## config.mk

```make
export PLATFORM = sky130hd
export DESIGN_NAME = udp_ipv4_frame_header_builder_core
export DESIGN_NICKNAME = d
export VERILOG_FILES = /design/src/rtl/core/uhb_pkg.sv /design/src/rtl/core/udp_ipv4_frame_header_builder_core.sv
export SDC_FILE = /design/constraint.sdc
export NUM_CORES = 1
export LEC_CHECK = 0
export ABC_AREA = 1
export BUFFER_PORTS_ARGS = -buffer_cell sky130_fd_sc_hd__buf_2
export CAP_MARGIN = 40
export CORE_MARGIN = 4
export CORE_UTILIZATION = 30
export CTS_CLUSTER_DIAMETER = 60
export CTS_CLUSTER_SIZE = 12
export DETAILED_ROUTE_END_ITERATION = 8
export GPL_ROUTABILITY_DRIVEN = 0
export GPL_TIMING_DRIVEN = 0
export PLACE_DENSITY_LB_ADDON = 0.1
export SKIP_CTS_REPAIR_TIMING = 1
export SLEW_MARGIN = 30
export SYNTH_ARGS = -nofsm -noshare
export SYNTH_HDL_FRONTEND = slang
export SYNTH_SLANG_ARGS = --single-unit
```

## constraint.sdc

```tcl
create_clock -name clk -period 10.6 [get_ports clk]
set_input_delay 2.12 -clock clk [delete_from_list [all_inputs] [get_ports clk]]
set_output_delay 2.12 -clock clk [all_outputs]
set_load 0.01 [all_outputs]
```

## src/rtl/core/uhb_pkg.sv

```systemverilog
`timescale 1ns / 1ps
// ----------------------------------------------------------------------------
// uhb_pkg
// Constants shared by the UDP/IPv4 frame header builder: header layout,
// fixed header field values, configuration register indexes and resets.
// ----------------------------------------------------------------------------
package uhb_pkg;

    localparam int HDR_BYTES   = 42;
    localparam int HDR_BITS    = HDR_BYTES * 8;
    localparam int FRAME_LIMIT = 4096;

    localparam int REQ_WIDTH   = 80;
    localparam int CFG_WIDTH   = 48;
    localparam int CNT_WIDTH   = 6;

    localparam logic [15:0] ETH_TYPE_IPV4 = 16'h0800;
    localparam logic [7:0]  IP_VER_IHL    = 8'h45;
    localparam logic [7:0]  IP_TOS        = 8'h00;
    localparam logic [7:0]  IP_TTL        = 8'd100;
    localparam logic [7:0]  IP_PROTO_UDP  = 8'd17;
    localparam logic [15:0] IP_HDR_LEN    = 16'd20;
    localparam logic [15:0] UDP_HDR_LEN   = 16'd8;

    localparam logic [1:0] CFG_SRC_MAC  = 2'd0;
    localparam logic [1:0] CFG_PEER_MAC = 2'd1;
    localparam logic [1:0] CFG_SRC_IP   = 2'd2;

    localparam logic [47:0] SRC_MAC_RESET  = 48'h525400123456;
    localparam logic [47:0] PEER_MAC_RESET = 48'h52550a000202;
    localparam logic [31:0] SRC_IP_RESET   = 32'h0a00020f;

endpackage

```

## src/rtl/core/udp_ipv4_frame_header_builder_core.sv

```systemverilog
`timescale 1ns / 1ps
// ----------------------------------------------------------------------------
// udp_ipv4_frame_header_builder_core
// Builds the 42-byte Ethernet/IPv4/UDP header for one send request.
//
// A request word enters on s_axis and leaves as 42 header bytes on m_axis in
// wire order, tlast on the final byte. A request whose frame would exceed the
// frame limit gives a single word with tuser set, tlast set and data zero.
// The MAC and IP registers are written through cfg_we/cfg_index/cfg_wdata.
//
// Three pipeline stages (length check, checksum sum, checksum fold) feed a
// byte serializer, whose register drives m_axis. The serializer sends one
// byte per cycle while m_axis_tready is high; the next request is loaded as
// the last byte is taken, so bytes of back-to-back requests follow without
// gaps. Reset empties the pipeline and serializer and restores the default
// addresses. When the receiver stalls, the current byte holds and the
// pipeline fills and then drops s_axis_tready; nothing is lost or repeated.
// ----------------------------------------------------------------------------
module udp_ipv4_frame_header_builder_core (
    input  logic                          clk,
    input  logic                          rst_n,
    input  logic                          cfg_we,
    input  logic [1:0]                    cfg_index,
    input  logic [uhb_pkg::CFG_WIDTH-1:0] cfg_wdata,
    input  logic                          s_axis_tvalid,
    output logic                          s_axis_tready,
    // dest_ip[31:0], source_port[47:32], dest_port[63:48], payload_length[79:64]
    input  logic [uhb_pkg::REQ_WIDTH-1:0] s_axis_tdata,
    output logic                          m_axis_tvalid,
    input  logic                          m_axis_tready,
    // header_byte[7:0]
    output logic [7:0]                    m_axis_tdata,
    output logic                          m_axis_tlast,
    // too_long[0]
    output logic                          m_axis_tuser
);
    import uhb_pkg::*;

    logic [47:0] src_mac_reg;
    logic [47:0] peer_mac_reg;
    logic [31:0] src_ip_reg;

    logic        s1_valid_reg;
    logic        s1_long_reg;
    logic [31:0] s1_dip_reg;
    logic [15:0] s1_sport_reg;
    logic [15:0] s1_dport_reg;
    logic [15:0] s1_iplen_reg;
    logic [15:0] s1_udplen_reg;

    logic        s2_valid_reg;
    logic        s2_long_reg;
    logic [31:0] s2_dip_reg;
    logic [15:0] s2_sport_reg;
    logic [15:0] s2_dport_reg;
    logic [15:0] s2_iplen_reg;
    logic [15:0] s2_udplen_reg;
    logic [18:0] s2_sum_reg;

    logic        s3_valid_reg;
    logic        s3_long_reg;
    logic [31:0] s3_dip_reg;
    logic [15:0] s3_sport_reg;
    logic [15:0] s3_dport_reg;
    logic [15:0] s3_iplen_reg;
    logic [15:0] s3_udplen_reg;
    logic [15:0] s3_csum_reg;

    logic                  out_valid_reg;
    logic                  out_last_reg;
    logic                  out_user_reg;
    logic [HDR_BITS-1:0]   shift_reg;
    logic [CNT_WIDTH-1:0]  count_reg;

    logic                  out_valid_next;
    logic                  out_last_next;
    logic                  out_user_next;
    logic [HDR_BITS-1:0]   shift_next;
    logic [CNT_WIDTH-1:0]  count_next;

    logic        ser_load;
    logic        s1_ready;
    logic        s2_ready;
    logic        s3_ready;
    logic        in_fire;
    logic        out_fire;

    logic [31:0] in_dip;
    logic [15:0] in_sport;
    logic [15:0] in_dport;
    logic [15:0] in_plen;
    logic [16:0] frame_len;
    logic [18:0] sum_next;
    logic [16:0] fold1;
    logic [15:0] fold2;
    logic [HDR_BITS-1:0] header;

    assign in_dip   = s_axis_tdata[31:0];
    assign in_sport = s_axis_tdata[47:32];
    assign in_dport = s_axis_tdata[63:48];
    assign in_plen  = s_axis_tdata[79:64];

    assign out_fire = out_valid_reg & m_axis_tready;
    assign ser_load = s3_valid_reg & (~out_valid_reg | (m_axis_tready & out_last_reg));
    assign s3_ready = ~s3_valid_reg | ser_load;
    assign s2_ready = ~s2_valid_reg | s3_ready;
    assign s1_ready = ~s1_valid_reg | s2_ready;
    assign s_axis_tready = s1_ready;
    assign in_fire = s_axis_tvalid & s1_ready;

    assign frame_len = {1'b0, in_plen} + 17'(HDR_BYTES);

    assign sum_next = 19'({IP_VER_IHL, IP_TOS}) + {3'b0, s1_iplen_reg}
                    + 19'({IP_TTL, IP_PROTO_UDP})
                    + {3'b0, src_ip_reg[31:16]} + {3'b0, src_ip_reg[15:0]}
                    + {3'b0, s1_dip_reg[31:16]} + {3'b0, s1_dip_reg[15:0]};

    assign fold1 = {1'b0, s2_sum_reg[15:0]} + {14'b0, s2_sum_reg[18:16]};
    assign fold2 = fold1[15:0] + {15'b0, fold1[16]};

    assign header = {peer_mac_reg, src_mac_reg, ETH_TYPE_IPV4, IP_VER_IHL, IP_TOS,
                     s3_iplen_reg, 16'h0000, 16'h0000, IP_TTL, IP_PROTO_UDP,
                     s3_csum_reg, src_ip_reg, s3_dip_reg, s3_sport_reg,
                     s3_dport_reg, s3_udplen_reg, 16'h0000};

    always_ff @(posedge clk or negedge rst_n)
    begin
        if (!rst_n)
        begin
            src_mac_reg  <= SRC_MAC_RESET;
            peer_mac_reg <= PEER_MAC_RESET;
            src_ip_reg   <= SRC_IP_RESET;
        end
        else if (cfg_we)
        begin
            unique case (cfg_index)
                CFG_SRC_MAC:  src_mac_reg  <= cfg_wdata;
                CFG_PEER_MAC: peer_mac_reg <= cfg_wdata;
                CFG_SRC_IP:   src_ip_reg   <= cfg_wdata[31:0];
                default:      ;
            endcase
        end
    end

    always_ff @(posedge clk or negedge rst_n)
    begin
        if (!rst_n)
        begin
            s1_valid_reg <= 1'b0;
            s2_valid_reg <= 1'b0;
            s3_valid_reg <= 1'b0;
        end
        else
        begin
            if (s1_ready)
            begin
                s1_valid_reg <= s_axis_tvalid;
            end
            if (s2_ready)
            begin
                s2_valid_reg <= s1_valid_reg;
            end
            if (s3_ready)
            begin
                s3_valid_reg <= s2_valid_reg;
            end
        end
    end

    always_ff @(posedge clk)
    begin
        if (in_fire)
        begin
            s1_long_reg   <= frame_len > 17'(FRAME_LIMIT);
            s1_dip_reg    <= in_dip;
            s1_sport_reg  <= in_sport;
            s1_dport_reg  <= in_dport;
            s1_iplen_reg  <= in_plen + IP_HDR_LEN + UDP_HDR_LEN;
            s1_udplen_reg <= in_plen + UDP_HDR_LEN;
        end
        if (s2_ready && s1_valid_reg)
        begin
            s2_long_reg   <= s1_long_reg;
            s2_dip_reg    <= s1_dip_reg;
            s2_sport_reg  <= s1_sport_reg;
            s2_dport_reg  <= s1_dport_reg;
            s2_iplen_reg  <= s1_iplen_reg;
            s2_udplen_reg <= s1_udplen_reg;
            s2_sum_reg    <= sum_next;
        end
        if (s3_ready && s2_valid_reg)
        begin
            s3_long_reg   <= s2_long_reg;
            s3_dip_reg    <= s2_dip_reg;
            s3_sport_reg  <= s2_sport_reg;
            s3_dport_reg  <= s2_dport_reg;
            s3_iplen_reg  <= s2_iplen_reg;
            s3_udplen_reg <= s2_udplen_reg;
            s3_csum_reg   <= ~fold2;
        end
    end

    always_comb
    begin
        out_valid_next = out_valid_reg;
        out_last_next  = out_last_reg;
        out_user_next  = out_user_reg;
        shift_next     = shift_reg;
        count_next     = count_reg;
        if (ser_load)
        begin
            out_valid_next = 1'b1;
            if (s3_long_reg)
            begin
                out_last_next = 1'b1;
                out_user_next = 1'b1;
                shift_next    = '0;
                count_next    = '0;
            end
            else
            begin
                out_last_next = 1'b0;
                out_user_next = 1'b0;
                shift_next    = header;
                count_next    = CNT_WIDTH'(HDR_BYTES - 1);
            end
        end
        else if (out_fire)
        begin
            if (out_last_reg)
            begin
                out_valid_next = 1'b0;
            end
            else
            begin
                shift_next    = {shift_reg[HDR_BITS-9:0], 8'h00};
                count_next    = count_reg - 1'b1;
                out_last_next = (count_reg == CNT_WIDTH'(1));
            end
        end
    end

    always_ff @(posedge clk or negedge rst_n)
    begin
        if (!rst_n)
        begin
            out_valid_reg <= 1'b0;
            out_last_reg  <= 1'b0;
            count_reg     <= '0;
        end
        else
        begin
            out_valid_reg <= out_valid_next;
            out_last_reg  <= out_last_next;
            count_reg     <= count_next;
        end
    end

    always_ff @(posedge clk)
    begin
        out_user_reg <= out_user_next;
        shift_reg    <= shift_next;
    end

    assign m_axis_tvalid = out_valid_reg;
    assign m_axis_tdata  = shift_reg[HDR_BITS-1:HDR_BITS-8];
    assign m_axis_tlast  = out_last_reg;
    assign m_axis_tuser  = out_user_reg;

endmodule
```

==> Word-level counts from Yosys, hierarchy flattened <==
Index checks and enable logic that the tools add are counted.
Widths: inputs -> output; s select.
{ "word_totals": {"mem_count": 0, "word_cells": 87, "out_inout_bits": 12, "latchBits": 0, "rom_bits": 0, "regBits": 802, "ramBits": 0} }
{ "op_classes": {"n_mux": 15, "n_shift": 0, "eq_ne": 4, "n_mul": 0, "reduce_logical": 10, "n_addsub": 13, "n_lt_le_gt_ge": 1, "div": 0, "bitwise_logic": 13} }
{ "ops": {"columns": ["operator", "count"], "rows": [
  ["$mux 336", 4],
  ["$add 19x16->19", 3],
  ["$add 16x4->16 const B", 2],
  ["$mux 6", 4],
  ["$add 18x16->19", 1],
  ["$add 17x15->18 const B", 1],
  ["$add 15x16->17 const A", 1],
  ["$add 16x3->17", 1],
  ["$add 16x6->17 const B", 1],
  ["$gt 17x13->1 const B", 1],
  ["$add 16x1->16", 1],
  ["$add 16x5->16 const B", 1],
  ["$not 16->16", 1],
  ["$reduce_and 2->1", 5],
  ["$mux 1", 7],
  ["$eq 6x1->1 const B", 1],
  ["$sub 6x1->6 const B", 1],
  ["$and 1x1->1", 4],
  ["$not 1->1", 4],
  ["$or 1x1->1", 4],
  ["$reduce_bool 2->1", 2],
  ["$eq 2x1->1 const B", 1],
  ["$eq 2x2->1 const B", 1],
  ["$logic_and 1x1->1", 2],
  ["2 further kinds", 2]
]} }

==> Logic depth before layout (Yosys ltp) <==
{ "depth": {"ltp_word": 7, "ltp_mapped": 17, "mapped_depth_nobuf": 17} }

==> Least setup slack after synthesis <==
No wires, ideal clock.
{ "synth_timing": {"path_type": "input to register", "from": "input port m_axis_tready", "to": "register count_reg[5]", "setup_ns": 0.420, "arrival_time_ns": 9.104, "path_slack_ns": 1.076, "stages": 7, "cell_sequence": "nand2_1 -> nand2_1 -> nand2_1 -> inv_1 -> nor2_1 -> inv_1 -> a31oi_1"} }
{ "synth_between": {"elab_chain_cells": 5} }
{ "synth_lines": {"columns": ["element", "line", "rtl"], "rows": [
  ["from (decl)", "udp_ipv4_frame_header_builder_core.sv:30", "input logic m_axis_tready,"],
  ["$and 1x1->1", "udp_ipv4_frame_header_builder_core.sv:104", "assign ser_load = s3_valid_reg & (~out_valid_reg | (m_axis_tready & out_last_reg));"],
  ["$or 1x1->1", "udp_ipv4_frame_header_builder_core.sv:104", null],
  ["$and 1x1->1", "udp_ipv4_frame_header_builder_core.sv:104", null],
  ["$ne 2x1->1 (no source line) / $reduce_bool 2->1 (equally long branches)", null, null],
  ["$reduce_and 2->1 (no source line)", null, null],
  ["to (signal assigned)", "udp_ipv4_frame_header_builder_core.sv:255", "count_reg <= count_next;"],
  ["to (decl)", "udp_ipv4_frame_header_builder_core.sv:73", "logic [CNT_WIDTH-1:0] count_reg;"]
]} }
Parallel ways exist; a longest one is shown, timed or not.
A chain may end at the register's enable or synchronous reset.

==> Final worst setup path <==
{ "layout_timing": {"from": "input port m_axis_tready", "to": "output port s_axis_tready"} }
{ "layout_between": {"elab_chain_cells": 6} }
{ "layout_lines": {"columns": ["element", "line", "rtl"], "rows": [
  ["$and 1x1->1", "udp_ipv4_frame_header_builder_core.sv:104", null],
  ["$or 1x1->1", "udp_ipv4_frame_header_builder_core.sv:104", null],
  ["$and 1x1->1", "udp_ipv4_frame_header_builder_core.sv:104", null],
  ["$or 1x1->1", "udp_ipv4_frame_header_builder_core.sv:105", "assign s3_ready = ~s3_valid_reg | ser_load;"],
  ["$or 1x1->1", "udp_ipv4_frame_header_builder_core.sv:106", "assign s2_ready = ~s2_valid_reg | s3_ready;"],
  ["$or 1x1->1", "udp_ipv4_frame_header_builder_core.sv:107", "assign s1_ready = ~s1_valid_reg | s2_ready;"],
  ["to (decl)", "udp_ipv4_frame_header_builder_core.sv:26", "output logic s_axis_tready,"]
]} }
No other way between the ends.

==> results.yml <==
cells_and_area:
  n_antenna_cell: 0
  final_net_count: 2809
  largest_register_ffs: 320
  mostFrequentLayoutCells: "edfxtp_1 (641), inv_1 (322), nand2_1 (321)"
  drive_above_1_share: 0.1586
  area.growth.synth_to_final_pct: 17.88
  final_common_cell: "edfxtp_1"
  fill_cells: 10190
grt:
  gr-total-overflow: 0
  grt_pass1_vias: 19190
  track_usage: 0.1467
  antenna_found_initial: 0
  grt_first_pass_wirelength_um: 122500
  grt_max_degree: 90
clock_tree:
  h-tree-depth: 3
  clk_pin_slew_ns: 0.06
  cts-root-buf: "clkbuf_16"
  clock_insertion_delay_worst_skew_ns: 0.66
  numCtsBuffers: 88
  cts_tree: "done"
  clock-sinks: 780
  clk_path_buf_depth: 3
critical_path:
  cp.required_ns: 8.48
  critPathCapture: "s_axis_tready"
  r2r_start: "src_ip_reg[3]$_DFFE_PN1P_"
  max_stage_delay_ns: 0.21
  path_buf_inv: 4
  critPathSlowestCell: "nor2_1"
  r2r_cells: 15
  crit_arrival_ns: 3.06
  path_cells: "buf_2 -> nand2_1 -> nand2_1 -> nor3_1 -> inv_1 -> nor2_1 -> inv_1 -> buf_2"
  path_depth: 8
  worstSetupEndpointType: "output pin"
  path_class: "in2out"
  rr_endpoint: "s2_sum_reg[13]$_DFFE_PP_"
  crit_family: "simple AND/OR/NAND/NOR gates"
  cp-startpoint: "m_axis_tready"
  r2r_slack_ns: 6.42
  critPathMaxFanout: 5
  critPathLaunchType: "input pin"
floorplanning:
  start_util: 0.3018
  core_region_area_sq_um: 105300
  num_rows: 119
  ios: 147
  die_h_um: 333.4
  dieArea_sq_um: 111200
  die_x_um: 333.4
power_and_ir_drop:
  comb_power_share: 0.297
  pwr-share-seq: 0.453
  power_leakage_nw: 15.10
  sw_frac_of_total: 0.3354
  p_int_mw: 7.985
  ir_drop_uv: 200.2
  power.density_nw_per_um2: 320.8
  netSwitchingPower_mw: 4.030
  fin_total_pwr_mw: 12.01
  p_clk_frac: 0.249
logic_synthesis:
  synth_edf_count: 641
  ys_types: 44
  synth_area_sq_um: 31770
  syn_inst: 2333
  seq_area_frac_synth: 0.7167
  synth-async-reset-ratio: 0.1782
  ys_ff_latch: 780
  synth.avg_cell_area_sq_um: 13.62
  ys.flop_type: "edfxtp_1"
  yosys_warnings: 0
  syn_nets: 2563
detailed_routing:
  drc: 0
  routed_wl_um: 81250
  drt-initial-drc-count: 1048
  vias: 18150
  routed_via_density: 4.507
  firstDrtPassIters: 5
  ant_nets: 0
  post_drt_wl_per_cell_um: 20.18
timing:
  timing.final.crit_share: 0.4883
  fin_skew_ns: 0.02170
  drv_slew: 0
  rsz0062_at_grt: "false"
  fmaxAchievable_mhz: 193.2
  setup_tns_ns: 0
  finalSetupViolations: 0
  tightestPinTransition_ns: 0.7933
  hold_viol: 0
  period_needed_ns: 5.176
  relSlewSlack: 0.4711
placement:
  port-buffer-count: 142
  hpwl_um: 59390
outcome:
  status: "completed"
flow_run:
  max_cap_viol_count: 0
min_path:
  worst_hold_path_type: "reg2reg"
-- per-stage QoR --
stage | util | setup slack (ns) | cells | hold slack [ns] | cell area [sq um]
3_5_place_dp | 0.3287 | 5.388 | 3880 | 0.4045 | 34600
5_1_grt | 0.3557 | 5.305 | 4026 | 0.4102 | 37450
4_1_cts | 0.3557 | 5.386 | 4026 | 0.3980 | 37450
3_3_place_gp | 0.3251 | -2.444 | 3866 | 0.4008 | 34220
6_report | 0.3557 | 5.424 | 4026 | 0.4056 | 37450
2_1_floorplan | - | 1.076 | 2333 | 0.4003 | 31770
-- power groups by stage --
stage | clock network (mW) | logic, mW | registers [mW]
after floorplan | 0 | 2.46 | 5.45
after global placement | 0 | 3.50 | 5.81
after detailed placement | 0 | 3.64 | 5.52
after CTS | 3.10 | 3.66 | 5.47
after global routing | 3.23 | 4.08 | 5.55
final | 3.00 | 3.57 | 5.44
-- worst min-delay path by stage --
stage	start	endpoint	slack (ns)	cells past startpoint
2_1_floorplan	s1_dport_reg[0]$_DFFE_PP_	s2_dport_reg[0]$_DFFE_PP_	0.40	0
3_3_place_gp	s2_udplen_reg[2]$_DFFE_PP_	s3_udplen_reg[2]$_DFFE_PP_	0.40	0
3_5_place_dp	s1_dport_reg[0]$_DFFE_PP_	s2_dport_reg[0]$_DFFE_PP_	0.40	0
4_1_cts	s1_udplen_reg[15]$_DFFE_PP_	s2_udplen_reg[15]$_DFFE_PP_	0.40	0
5_1_grt	s1_udplen_reg[15]$_DFFE_PP_	s2_udplen_reg[15]$_DFFE_PP_	0.41	0
6_report	s2_dport_reg[15]$_DFFE_PP_	s3_dport_reg[15]$_DFFE_PP_	0.41	0
-- per-layer routing --
metal | part of all wire | vias up | track usage
li1 | - | 8577 | -
met1 | 0.45 | 9059 | 0.1962
met2 | 0.48 | 376 | 0.2390
met3 | 0.043 | 134 | 0.02911
met4 | 0.033 | 0 | 0.05040
met5 | 0 | - | 0
-- cell usage after synthesis, types with 9 or more instances --
cell,number,area (sq um)
edfxtp_1,641,19250
inv_1,325,1220
nand2_1,321,1205
a22o_1,198,1734
o21ai_0,181,905.9
nor2_1,138,518.0
dfrtp_1,106,2653
fa_1,49,980.9
clkbuf_1,48,180.2
ha_1,46,575.6
buf_2,43,215.2
xor2_1,39,341.6
nand3_1,36,180.2
dfstp_2,33,867.1
a21oi_1,20,100.1
nand2_2,15,93.84
nand4_1,15,93.84
xnor2_1,9,78.83
-- final cells by class --
cell class / count / area [sq um] / share of cell area
buffer: 101 / 470.5 / 0.01256
tap: 1391 / 1740 / 0.04648
inverter: 331 / 1267 / 0.03385
timing repair buffer: 156 / 1057 / 0.02823
multi-input combinational: 1121 / 7293 / 0.1948
sequential: 780 / 22770 / 0.6080
clock inverter: 35 / 404.1 / 0.01079
clock buffer: 111 / 2447 / 0.06535
-- worst register-to-register path, stage by stage, from the launching register on --
cell      delay [ns]
dfstp_2         0.54
inv_1           0.12
fa_1            0.56
inv_1           0.05
fa_1            0.53
inv_1           0.05
fa_1            0.53
inv_1           0.07
ha_1            0.29
nand3_1         0.07
nand2_1         0.08
a21oi_1         0.36
o21ai_0         0.26
and2_1          0.21
o21bai_1        0.12
nand2_1         0.08
-- logic make-up (layout without fill, tap and decap cells) --
family | count (synthesis) | after routing | share of synthesized area
compound gates | 412 | 412 | 0.08976
xor+xnor | 49 | 49 | 0.01375
fa+ha+maj | 95 | 95 | 0.04899
buf+inv | 432 | 734 | 0.05400
flops | 780 | 780 | 0.7167
simple gates | 565 | 565 | 0.07684
No activity file was read; power rests on OpenSTA's default activity.
